<file path="config.mk">
export PLATFORM = sky130hd
export DESIGN_NAME = wsf_ctrl
export DESIGN_NICKNAME = d
export VERILOG_FILES = /design/src/rtl/wsf_pkg.sv /design/src/rtl/wsf_ctrl.sv
export SDC_FILE = /design/constraint.sdc
export NUM_CORES = 1
export LEC_CHECK = 0
export BUFFER_PORTS_ARGS = -buffer_cell sky130_fd_sc_hd__buf_2
export CAP_MARGIN = 20
export CORE_AREA = 2 2 39 41
export DETAILED_ROUTE_END_ITERATION = 8
export DIE_AREA = 0 0 41 43
export PLACE_DENSITY_LB_ADDON = 0.12
export RECOVER_POWER = 50
export SYNTH_ARGS = -nofsm -noshare
export SYNTH_HDL_FRONTEND = slang
export SYNTH_SLANG_ARGS = --single-unit
</file>
<file path="constraint.sdc">
create_clock -name clock -period 1.72 [get_ports clock]
set_clock_uncertainty 0.2 [all_clocks]
set_input_delay 0.258 -clock clock [delete_from_list [all_inputs] [get_ports clock]]
set_output_delay 0.258 -clock clock [all_outputs]
set_load 0.05 [all_outputs]
</file>
<file path="src/rtl/wsf_pkg.sv">
// Shared types and constants for the first-difference Whittaker smoother.
// Used by controller, datapath, divider and top level; no dependencies.
package wsf_pkg;
   localparam int unsigned LAMBDA_MIN = 32'd131072;
   localparam int unsigned ONE_Q16    = 32'd65536;
   localparam logic signed [47:0] MAX48 = 48'sh7FFF_FFFF_FFFF;
   localparam logic signed [47:0] MIN48 = 48'sh8000_0000_0000;

   typedef enum logic [3:0] {
      ST_IDLE, ST_FWD_RD, ST_FWD_MUL, ST_FWD_NUM, ST_DIV_D, ST_DIV_R, ST_FWD_WR,
      ST_BK_RD, ST_BK_MUL, ST_BK_WR, ST_OUT_RD, ST_OUT_SEND
   } state_type;

   typedef struct packed {
      logic load;      // capture request, read previous entries
      logic mul;       // form products
      logic num;       // form pivot and numerator
      logic div_d;     // start quotient d'
      logic div_r;     // start quotient r
      logic fwd_wr;    // write forward entry
      logic bk_rd;     // read entries for back-substitution
      logic bk_mul;
      logic bk_wr;
      logic out_rd;    // read entry for output
      logic out_load;  // load output register
   } cmd_type;

   typedef struct packed {
      logic div_busy;
      logic last;
      logic out_full;
   } sts_type;
endpackage

</file>
<file path="src/rtl/wsf_ctrl.sv">
// Sequencer for the smoother: forward sweep per request, back-substitution
// and ordered emission at series end. Uses wsf_pkg.
module wsf_ctrl (
   input  logic              clock,
   input  logic              reset,
   input  logic              req_tvalid,
   output logic              req_tready,
   input  logic              out_done,
   input  logic              bk_done,
   input  wsf_pkg::sts_type  sts,
   output wsf_pkg::cmd_type  cmd
);
   import wsf_pkg::*;
   state_type state_ff, state_in;

   always_ff @(posedge clock) begin
      if (reset) state_ff <= ST_IDLE;
      else       state_ff <= state_in;
   end

   always_comb begin
      state_in   = state_ff;
      cmd        = '0;
      req_tready = 1'b0;
      case (state_ff)
         ST_IDLE: begin
            req_tready = 1'b1;
            if (req_tvalid) begin
               cmd.load = 1'b1;
               state_in = ST_FWD_MUL;
            end
         end
         ST_FWD_RD:  state_in = ST_FWD_MUL;
         ST_FWD_MUL: begin
            cmd.mul  = 1'b1;
            state_in = ST_FWD_NUM;
         end
         ST_FWD_NUM: begin
            cmd.num  = 1'b1;
            state_in = ST_DIV_D;
         end
         ST_DIV_D: begin
            cmd.div_d = 1'b1;
            state_in  = ST_DIV_R;
         end
         ST_DIV_R: begin
            if (!sts.div_busy) begin
               cmd.div_r = 1'b1;
               state_in  = ST_FWD_WR;
            end
         end
         ST_FWD_WR: begin
            if (!sts.div_busy) begin
               cmd.fwd_wr = 1'b1;
               state_in   = sts.last ? ST_BK_RD : ST_IDLE;
            end
         end
         ST_BK_RD: begin
            if (bk_done) state_in = ST_OUT_RD;
            else begin
               cmd.bk_rd = 1'b1;
               state_in  = ST_BK_MUL;
            end
         end
         ST_BK_MUL: begin
            cmd.bk_mul = 1'b1;
            state_in   = ST_BK_WR;
         end
         ST_BK_WR: begin
            cmd.bk_wr = 1'b1;
            state_in  = ST_BK_RD;
         end
         ST_OUT_RD: begin
            cmd.out_rd = 1'b1;
            state_in   = ST_OUT_SEND;
         end
         ST_OUT_SEND: begin
            if (!sts.out_full) begin
               cmd.out_load = 1'b1;
               state_in     = out_done ? ST_IDLE : ST_OUT_RD;
            end
         end
         default: state_in = ST_IDLE;
      endcase
   end
endmodule

</file>
==> out/summary.txt, run 1 <==
Final hold vios -> 0
Synth Flop Type -> dfxtp_1
Post-Syn Nets -> 74
Area leader, netlist -> dfxtp_1
Status -> finished, violations left
Post-synthesis sequential area ratio -> 17.6%
Tcrit/Tclk final -> 105%
Share of the synthesized area in the top cell type -> 17.6%
Finished Cell Area -> 992 µm²
Reg clk slew, reported paths -> 30 ps
Slew HR -> 76.2%
Yosys cell types -> 31
Initial antenna violation count -> 0
Post-route minimum period -> 1800 ps
Final ANT Viol Nets -> 0
GR Overflow Total -> 0
Hold path start -> reset
Final setup violation count -> 5
First-pass GRT wire length -> 2.52 mm
Commonest cells post-synth -> nor2_1 (10), nor3_1 (7), nand2_1 (5), dfxtp_1 (4), nand2b_1 (4)
Biggest register -> state_ff
Initial drt markers -> 13
Largest register FFs -> 4
WHS -> 52.9 ps
Die X -> 41 µm
Max FO, Critical Path -> 7
DRC -> 0
Initial Util -> 32.9%
Max Slew Vio Count -> 0
Proportion of layout cells with a drive suffix above 1 -> 66.3%
Root buffer cell -> clkbuf_4
DRT Pass-1 Iters -> 4
Vias per std cell -> 5.24
Hpwl dp -> 1.06 mm
Pwr Density -> 1760 nW/µm²
Crit Path Class -> reg2out
Async S/R FF share, synth -> 0%
Post-synth EDFFs -> 0
Nets -> 114
Post-synthesis cell area -> 455 µm²
P_leak -> 0.413 nW
Post-Route WL -> 1.60 mm
Latest clock arrival within the worst-skew pair -> 240 ps
Most numerous cell in the Yosys netlist -> nor2_1
Final worst slack -> -77.7 ps
Core Footprint -> 1380 µm²
Crit start category -> flip-flop
Mapped Cells -> 66
Regs by FF count -> state_ff x4
I/O pin total -> 20
CTS H-Tree Depth -> 1
Dominant cells by area after synthesis -> dfxtp_1 (18%), nor2_1 (8.2%), nor3_1 (7.7%), nand2b_1 (5.5%), nand2_1 (4.1%)
Syn-to-layout area delta -> 118%
Die height -> 43 µm
Max Cap Viol -> 0
Worst path arrival time -> 1340 ps
GRT Total Usage -> 20.9%
RSZ-0062 raised after global routing -> yes
Failing checks -> setup timing
Most Crowded Layer GR -> met2
CTS Buf Count -> 3
Bufs on Longest Clock Path -> 2
Routed length per instance -> 13.3 µm
# diodes -> 0
CTS tree -> done
Area after DPL -> 795 µm²
GR Util met2 -> 34.1%
Routability congestion estimate -> 0.738
Crit end category -> output pin
Worst hold path class -> in2reg
Worst Tran Pin Value -> 356 ps
CP startpoint -> state_ff[3]
Port Buffer Count -> 19
Dpl ws -> -24.1 ps
Synth warnings -> 0
Vias -> 629
Vias in the first global route -> 562
Synth Register Bits -> 4
Die Footprint -> 1760 µm²
Row cnt -> 14
Worst endpoint required time -> 1260 ps
Setup TNS -> -289 ps
Reg-to-Reg Start -> state_ff[3]
Max VDD drop -> 0.000845 V
GRT met1 Usage -> 27.0%
Avg Cell Area, Syn -> 6.90 µm²
Sink Count -> 4
Largest net degree at the start of global routing -> 10
Met3 Track Usage GR -> 6.28%
Max Fclk -> 556 MHz
[logic make-up (layout without fill, tap and decap cells)]
group,Yosys count,count (layout),share of synthesized area [%]
AND/OR/NAND/NOR,36,36,43.1
AO/OA/AOI/OAI,16,16,27.2
buffers and inverters,9,47,10.2
flip-flops,4,4,17.6
XOR/XNOR,1,1,1.92
[critical path, cell delays in order (launching register included)]
cell and delay [ps]:
dfxtp_4 360, or2_4 280, nor3_4 160, and2_4 170
buf_8 140
[path summary, 6_finish.rpt]
path | to | slack, ps | depth (start not counted)
worst max-delay path | cmd[10] | -80 | 4
worst min-delay path | state_ff[3] | 50 | 2
worst max register to register | state_ff[1] | -40 | 5
worst min register to register | state_ff[1] | 380 | 1
[metal layers]
| metal | share of wire (%) | vias to the layer above |
|---|---|---|
| li1 | - | 314 |
| met1 | 42 | 296 |
| met2 | 53 | 19 |
| met3 | 4.9 | 0 |
| met4 | 0 | 0 |
| met5 | 0 | - |
[timing repair]
action,4_1_cts,5_1_grt
pin swaps,4,4
buffers inserted,4,4
setup endpoints to repair,13,13
hold buffers,0,0
cloned,0,0
resized for setup,24,15
[metrics by stage]
step                instances  power [mW]  utilization, %
floorplan                  66        1.00               -
detailed placement        109        1.34            57.4
CTS                       116        1.61            66.1
finish                    120        1.75            71.7
global placement          109        1.34            57.4
global route              120        1.86            71.7
[final cells by class]
class | count | area, µm²
well taps | 16 | 20.0
flip-flops and latches | 4 | 95.1
repair buffers | 41 | 367
clock buffers | 3 | 22.5
fillers | 104 | 392
multi-input cells | 53 | 477
inverters | 3 | 11.3
[placed cells by master (no fill, tap or decap), drive strengths merged]
cell,Yosys,final
buf,3,41
nor2,10,10
nor3,7,7
nand2,5,5
dfxtp,4,4
nand2b,4,4
a21oi,4,4
inv,3,3
clkbuf,3,3
or2,2,2
a2111oi,2,2
o21a,2,2
o31ai,2,2
nor4b,1,1
and2,1,1
nor2b,1,1
nand3b,1,1
or4,1,1
nand4,1,1
xnor2,1,1
nor3b,1,1
and3b,1,1
o211ai,1,1
o22ai,1,1
o21ai,1,1
a22oi,1,1
o32ai,1,1
a32o,1,1
[report_power, final]
part           total, mW  switching, mW  internal (mW)
Clock              0.121         0.0425         0.0783
Sequential         0.219         0.0751          0.144
Combinational       1.41          0.715          0.694
No activity file was read; power rests on OpenSTA's default activity.
==> inputs of run 2 (changes only) <==
- MAX_ROUTING_LAYER: not set -> met4
- clock period: 1.72 -> 2.1 ns (I/O delays scaled with it)
==> run 2 against run 1 <==
Net effect: the run now ends clean; cell count shrank 17%; sequential cell count unchanged; first-iteration DRC count fell by 38%; via count decreased by 16%; total power shrank 52%; register-to-register slack improved by 340 ps; clock power shrank 24%; die area unchanged; sequential share of layout area grew 4.3 points; sequential power shrank 5%; cell area decreased by 40%; worst setup slack improved by 200 ps; critical endpoint is now cmd[5]; largest cell class unchanged; highest routed layer unchanged.
==> out/summary.txt, run 2 (same netlist as run 1, synthesis figures left out) <==
Final hold vios -> 0 (unchanged)
# diodes -> 0 (unchanged)
Largest net degree at the start of global routing -> 17 (was 10)
Stages on worst setup path -> 3 (was 4)
Sink Count -> 4 (unchanged)
Crit Path Class -> reg2out (unchanged)
Latest clock arrival within the worst-skew pair -> 230 ps (was 240 ps)
Setup TNS -> 0 ps (was -289 ps)
Bufs on Longest Clock Path -> 2 (unchanged)
CTS Buf Count -> 3 (unchanged)
Regs by FF count -> state_ff x4 (unchanged)
Leading cell type in the layout, fill and taps excluded -> buf_2 (was buf_4)
Die Footprint -> 1760 µm² (unchanged)
Final Core Density -> 42.9% (was 71.7%)
Row cnt -> 14 (unchanged)
Die X -> 41 µm (unchanged)
Crit end category -> output pin (unchanged)
I/O pin total -> 20 (unchanged)
Biggest register -> state_ff (unchanged)
Vias per std cell -> 5.26 (was 5.24)
Max VDD drop -> 0.000523 V (was 0.000845 V)
Die height -> 43 µm (unchanged)
Max Slew Vio Count -> 0 (unchanged)
Routability congestion estimate -> 0.682 (was 0.738)
Crit-path leading delay family -> simple AND/OR/NAND/NOR gates (unchanged)
Slew HR -> 68.5% (was 76.2%)
Max Fclk -> 505 MHz
Area after DPL -> 577 µm² (was 795 µm²)
Overall Power -> 0.843 mW (was 1.75 mW)
CP bufs+invs -> 1 (unchanged)
CP startpoint -> state_ff[3] (unchanged)
GRT Total Usage -> 16.4% (was 20.9%)
Finished Cell Area -> 593 µm² (was 992 µm²)
Vias in the first global route -> 455 (was 562)
Tcrit/Tclk final -> 94.3%
Crit start category -> flip-flop (unchanged)
DRC -> 0 (unchanged)
Number of setup buffers added after CTS -> 0 (was 4)
Worst hold path class -> in2reg (unchanged)
GR Overflow Total -> 0 (unchanged)
Initial drt markers -> 8 (was 13)
Post-route minimum period -> 1980 ps
Reg clk slew, reported paths -> 40 ps (was 30 ps)
CTS tree -> done (unchanged)
First-pass GRT wire length -> 1.86 mm (was 2.52 mm)
Syn-to-layout area delta -> 30.2% (was 118%)
CTS H-Tree Depth -> 1 (unchanged)
Final ANT Viol Nets -> 0 (unchanged)
Hpwl dp -> 946 µm (was 1.06 mm)
Reg2Reg Setup Slack -> 300 ps (was -40 ps)
Fin cells -> 100 (was 120)
Proportion of layout cells with a drive suffix above 1 -> 41.7% (was 66.3%)
P_leak -> 0.254 nW (was 0.413 nW)
Post-Route WL -> 1.21 mm (was 1.60 mm)
Core Footprint -> 1380 µm² (unchanged)
CP max stage cell -> dfxtp_1 (was dfxtp_4)
Port Buffer Count -> 19 (unchanged)
Most frequent cells in the layout -> buf_2 (14), nor2_1 (10), nand2_1 (5) (was buf_4 (17), buf_6 (11), buf_2 (9), nor3_4 (7), nor2_1 (7))
Worst path max stage delay -> 410 ps (was 360 ps)
R2R cell count -> 4 (was 5)
Worst Tran Pin Value -> 472 ps (was 356 ps)
Dpl ws -> 239 ps (was -24.1 ps)
Worst setup endpoint -> cmd[5] (was cmd[10])
Initial Util -> 32.9% (unchanged)
Status -> finished clean (was finished, violations left)
Nets -> 94 (was 114)
RSZ-0062 raised after global routing -> no (was yes)
Final worst slack -> 121 ps (was -77.7 ps)
Placed Instances -> 97 (was 109)
Reg-to-Reg Start -> state_ff[1] (was state_ff[3])
Worst path arrival time -> 1460 ps (was 1340 ps)
Reg2reg end -> state_ff[1] (unchanged)
Pwr Density -> 1420 nW/µm² (was 1760 nW/µm²)
Worst endpoint required time -> 1580 ps (was 1260 ps)
Max Cap Viol -> 0 (unchanged)
Routed length per instance -> 12.1 µm (was 13.3 µm)
Initial antenna violation count -> 0 (unchanged)
Worst path cell trace -> or2_2 > nor3_1 > buf_2 (was or2_4 > nor3_4 > and2_4 > buf_8)
Vias -> 526 (was 629)
WHS -> 109 ps (was 52.9 ps)
Max FO, Critical Path -> 13 (was 7)
Root buffer cell -> clkbuf_4 (unchanged)
DRT Pass-1 Iters -> 4 (unchanged)
Largest register FFs -> 4 (unchanged)
Final setup violation count -> 0 (was 5)
[run 2: changes by cell type in the layout (fill, tap and decap cells not counted), moves of 3 or more]
cell,before,now
clkbuf_2,0,4
nor3_2,0,4
nor2_4,3,0
nor2_1,7,10
buf_4,17,3
nor3_1,0,3
nor3_4,7,0
dfxtp_4,4,0
buf_2,9,14
buf_6,11,0
[run 2: final cells by class]
type | instances | area (µm²)
Fill cell | 160 | 791
Tap cell | 16 | 20.0
Multi-Input combinational cell | 53 | 344
Clock buffer | 3 | 22.5
Inverter | 3 | 11.3
Timing Repair Buffer | 21 | 113
Sequential cell | 4 | 82.6
[run 2: where the power goes]
part	internal, mW	switching (mW)	leakage, nW
combinational	0.195	0.348	0.207
sequential	0.107	0.101	0.0333
clock	0.0637	0.0278	0.0138
[run 2: worst min-delay path by stage]
stage | startpoint | end | slack, ps | depth (start not counted)
3_3_place_gp | reset | state_ff[2] | 340 | 2
2_1_floorplan | reset | state_ff[2] | 190 | 1
5_1_grt | reset | state_ff[2] | 90 | 2
3_5_place_dp | reset | state_ff[2] | 350 | 2
6_report | reset | state_ff[2] | 110 | 2
4_1_cts | reset | state_ff[3] | 100 | 2
[run 2: per-layer routing]
layer	wire, µm	track usage, %	vias up
met1	563	19.0	239
met3	56	3.14	0
met5	0	-	-
met4	0	10.0	0
li1	-	-	274
met2	590	24.7	13
[run 2: timing repair]
item | 4_1_cts | 5_1_grt
hold buffers | 0 | 0
endpoints found under the hold margin | 0 | 0
resized for setup | 1 | 2
setup endpoints to repair | 1 | 9
==> inputs of run 3 (changes only) <==
- PLACE_DENSITY_LB_ADDON: 0.12 -> not set
==> run 3 against run 2 <==
Net effect: global-route usage down 0.38 points; non-clock buffer count up 2; largest cell class unchanged; die area unchanged; via count up 1.9%; total power up 2.3%; highest routed layer unchanged; cell area up 3.4%; sequential share of layout area down 0.25 points; largest power group unchanged; worst setup slack worse by 5.2 ps; worst hold slack better by 1.1 ps; fmax down 0.26%; utilization up 1.4 points.
==> out/summary.txt, run 3 (same netlist as run 1, synthesis figures left out) <==
Status -> finished clean (unchanged)
Fin cells -> 102 (was 100)
Crit Path Class -> reg2out (unchanged)
Routability congestion estimate -> 0.739 (was 0.682)
Biggest register -> state_ff (unchanged)
Initial Util -> 32.9% (unchanged)
Max Slew Vio Count -> 0 (unchanged)
Latest clock arrival within the worst-skew pair -> 230 ps (about the same)
Sink Count -> 4 (unchanged)
R2R cell count -> 4 (unchanged)
Max VDD drop -> 0.000595 V (was 0.000523 V)
Pwr Density -> 1410 nW/µm² (was 1420 nW/µm²)
Routed length per instance -> 12.0 µm (was 12.1 µm)
Reg-to-Reg Start -> state_ff[1] (unchanged)
Hold path start -> reset (unchanged)
Worst endpoint required time -> 1580 ps (about the same)
Most frequent cells in the layout -> buf_2 (13), nor2_1 (10), nand2_1 (5), clkbuf_2 (5) (was buf_2 (14), nor2_1 (10), nand2_1 (5))
Post-Route WL -> 1.23 mm (was 1.21 mm)
Reg power frac -> 23.8% (was 24.7%)
Worst hold path class -> in2reg (unchanged)
Hold Crit Endpoint -> state_ff[2] (unchanged)
Die X -> 41 µm (unchanged)
CP startpoint -> state_ff[0] (was state_ff[3])
Vias per std cell -> 5.25 (was 5.26)
Nets -> 96 (was 94)
Row cnt -> 14 (unchanged)
Pint -> 0.375 mW (was 0.366 mW)
Hpwl dp -> 937 µm (was 946 µm)
Core Footprint -> 1380 µm² (unchanged)
Final Core Density -> 44.3% (was 42.9%)
CTS Buf Count -> 3 (unchanged)
Die height -> 43 µm (unchanged)
Die Footprint -> 1760 µm² (unchanged)
DRT Pass-1 Iters -> 4 (unchanged)
RSZ-0062 raised after global routing -> no (unchanged)
Max FO, Critical Path -> 15 (was 13)
Post-route minimum period -> 1980 ps (about the same)
Final setup violation count -> 0 (unchanged)
Clock power share -> 10.4% (was 10.9%)
Initial antenna violation count -> 0 (unchanged)
CTS tree -> done (unchanged)
Reg2Reg Setup Slack -> 260 ps (was 300 ps)
Crit end category -> output pin (unchanged)
Port Buffer Count -> 19 (unchanged)
Crit start category -> flip-flop (unchanged)
# diodes -> 0 (unchanged)
Worst Tran Pin Value -> 399 ps (was 472 ps)
Tcrit/Tclk final -> 94.5% (was 94.3%)
Bufs on Longest Clock Path -> 2 (unchanged)
Syn-to-layout area delta -> 34.6% (was 30.2%)
Largest register FFs -> 4 (unchanged)
DRC -> 0 (unchanged)
Finished Cell Area -> 613 µm² (was 593 µm²)
Overall Power -> 0.862 mW (was 0.843 mW)
Leading cell type in the layout, fill and taps excluded -> buf_2 (unchanged)
Final ANT Viol Nets -> 0 (unchanged)
Reg clk slew, reported paths -> 40 ps (about the same)
Max Fclk -> 504 MHz (was 505 MHz)
Worst path arrival time -> 1470 ps (was 1460 ps)
Psw -> 0.486 mW (was 0.476 mW)
Vias -> 536 (was 526)
Placed Instances -> 99 (was 97)
CTS H-Tree Depth -> 1 (unchanged)
Max Cap Viol -> 0 (unchanged)
First-pass GRT wire length -> 1.90 mm (was 1.86 mm)
Final hold vios -> 0 (unchanged)
Proportion of layout cells with a drive suffix above 1 -> 43.0% (was 41.7%)
FILL cells -> 154 (was 160)
Slew HR -> 72.7% (was 68.5%)
CTS Hold Buffers Added -> 0 (unchanged)
Initial drt markers -> 10 (was 8)
P_leak -> 0.259 nW (was 0.254 nW)
Combinational Power Share -> 65.7% (was 64.5%)
Area after DPL -> 592 µm² (was 577 µm²)
GR Overflow Total -> 0 (unchanged)
Reg2reg end -> state_ff[1] (unchanged)
Net Sw Frac -> 56.4% (was 56.5%)
Vias in the first global route -> 441 (was 455)
Worst hold path cell count -> 2 (unchanged)
Largest net degree at the start of global routing -> 20 (was 17)
GRT Total Usage -> 16.0% (was 16.4%)
Root buffer cell -> clkbuf_4 (unchanged)
Regs by FF count -> state_ff x4 (unchanged)
I/O pin total -> 20 (unchanged)
## run 3: cell count changes in the layout (fill, tap and decap cells not counted)
cell,delta
clkbuf_1,+1
dfxtp_2,+1
a21oi_4,+1
dfxtp_1,-1
or4_1,+1
buf_2,-1
or4_4,-1
a21oi_1,-1
clkbuf_2,+1
clkbuf_4,+1
## run 3: metal layers
| metal | track usage [%] | vias up | wire [µm] |
|---|---|---|---|
| met1 | 22.7 | 236 | 581 |
| met3 | 0 | 0 | 74 |
| li1 | - | 280 | - |
| met4 | 6.00 | 0 | 0 |
| met5 | - | - | 0 |
| met2 | 23.8 | 20 | 572 |
## run 3: what timing repair did
| action | 4_1_cts | 5_1_grt |
|---|---|---|
| setup endpoints to repair | 5 | 1 |
| resized for setup | 2 | 2 |
| buffers inserted | 0 | 0 |
| hold endpoints to repair | 0 | 0 |
## run 3: area by class of cell
cell class / count / area (µm²) / area share [%]
Clock buffer: 3 / 22.5 / 3.67
Inverter: 3 / 11.3 / 1.84
Multi-Input combinational cell: 53 / 352 / 57.3
Sequential cell: 4 / 83.8 / 13.7
Tap cell: 16 / 20.0 / 3.27
Timing Repair Buffer: 23 / 124 / 20.2
## run 3: power groups by stage
stage / Combinational [mW] / Sequential [mW] / Clock, mW
6_report: 0.567 / 0.205 / 0.0898
5_1_grt: 0.623 / 0.212 / 0.102
3_3_place_gp: 0.576 / 0.197 / 0
2_1_floorplan: 0.541 / 0.122 / 0
3_5_place_dp: 0.582 / 0.201 / 0
4_1_cts: 0.583 / 0.205 / 0.0971
## run 3: how the worst max path moves through the flow
stage,to,slack (ps),cells past startpoint
after floorplan,cmd[10],-360,4
after global placement,cmd[9],250,4
after detailed placement,cmd[10],220,4
after CTS,cmd[10],40,4
after global routing,cmd[10],20,4
final,cmd[10],120,4
## run 3: critical path, stage by stage, from the launching register on
cell and delay (ps):
dfxtp_2 390, or2_2 360, nor3_2 130, and2_1 140, clkbuf_4 220
## run 3: stage by stage
step	setup TNS, ps	setup slack, ps	hold slack, ps
finish	0	115	110
global route	0	20.3	117
CTS	0	38.0	92.5
detailed placement	0	222	348
global placement	0	250	340
floorplan	-1360	-361	187
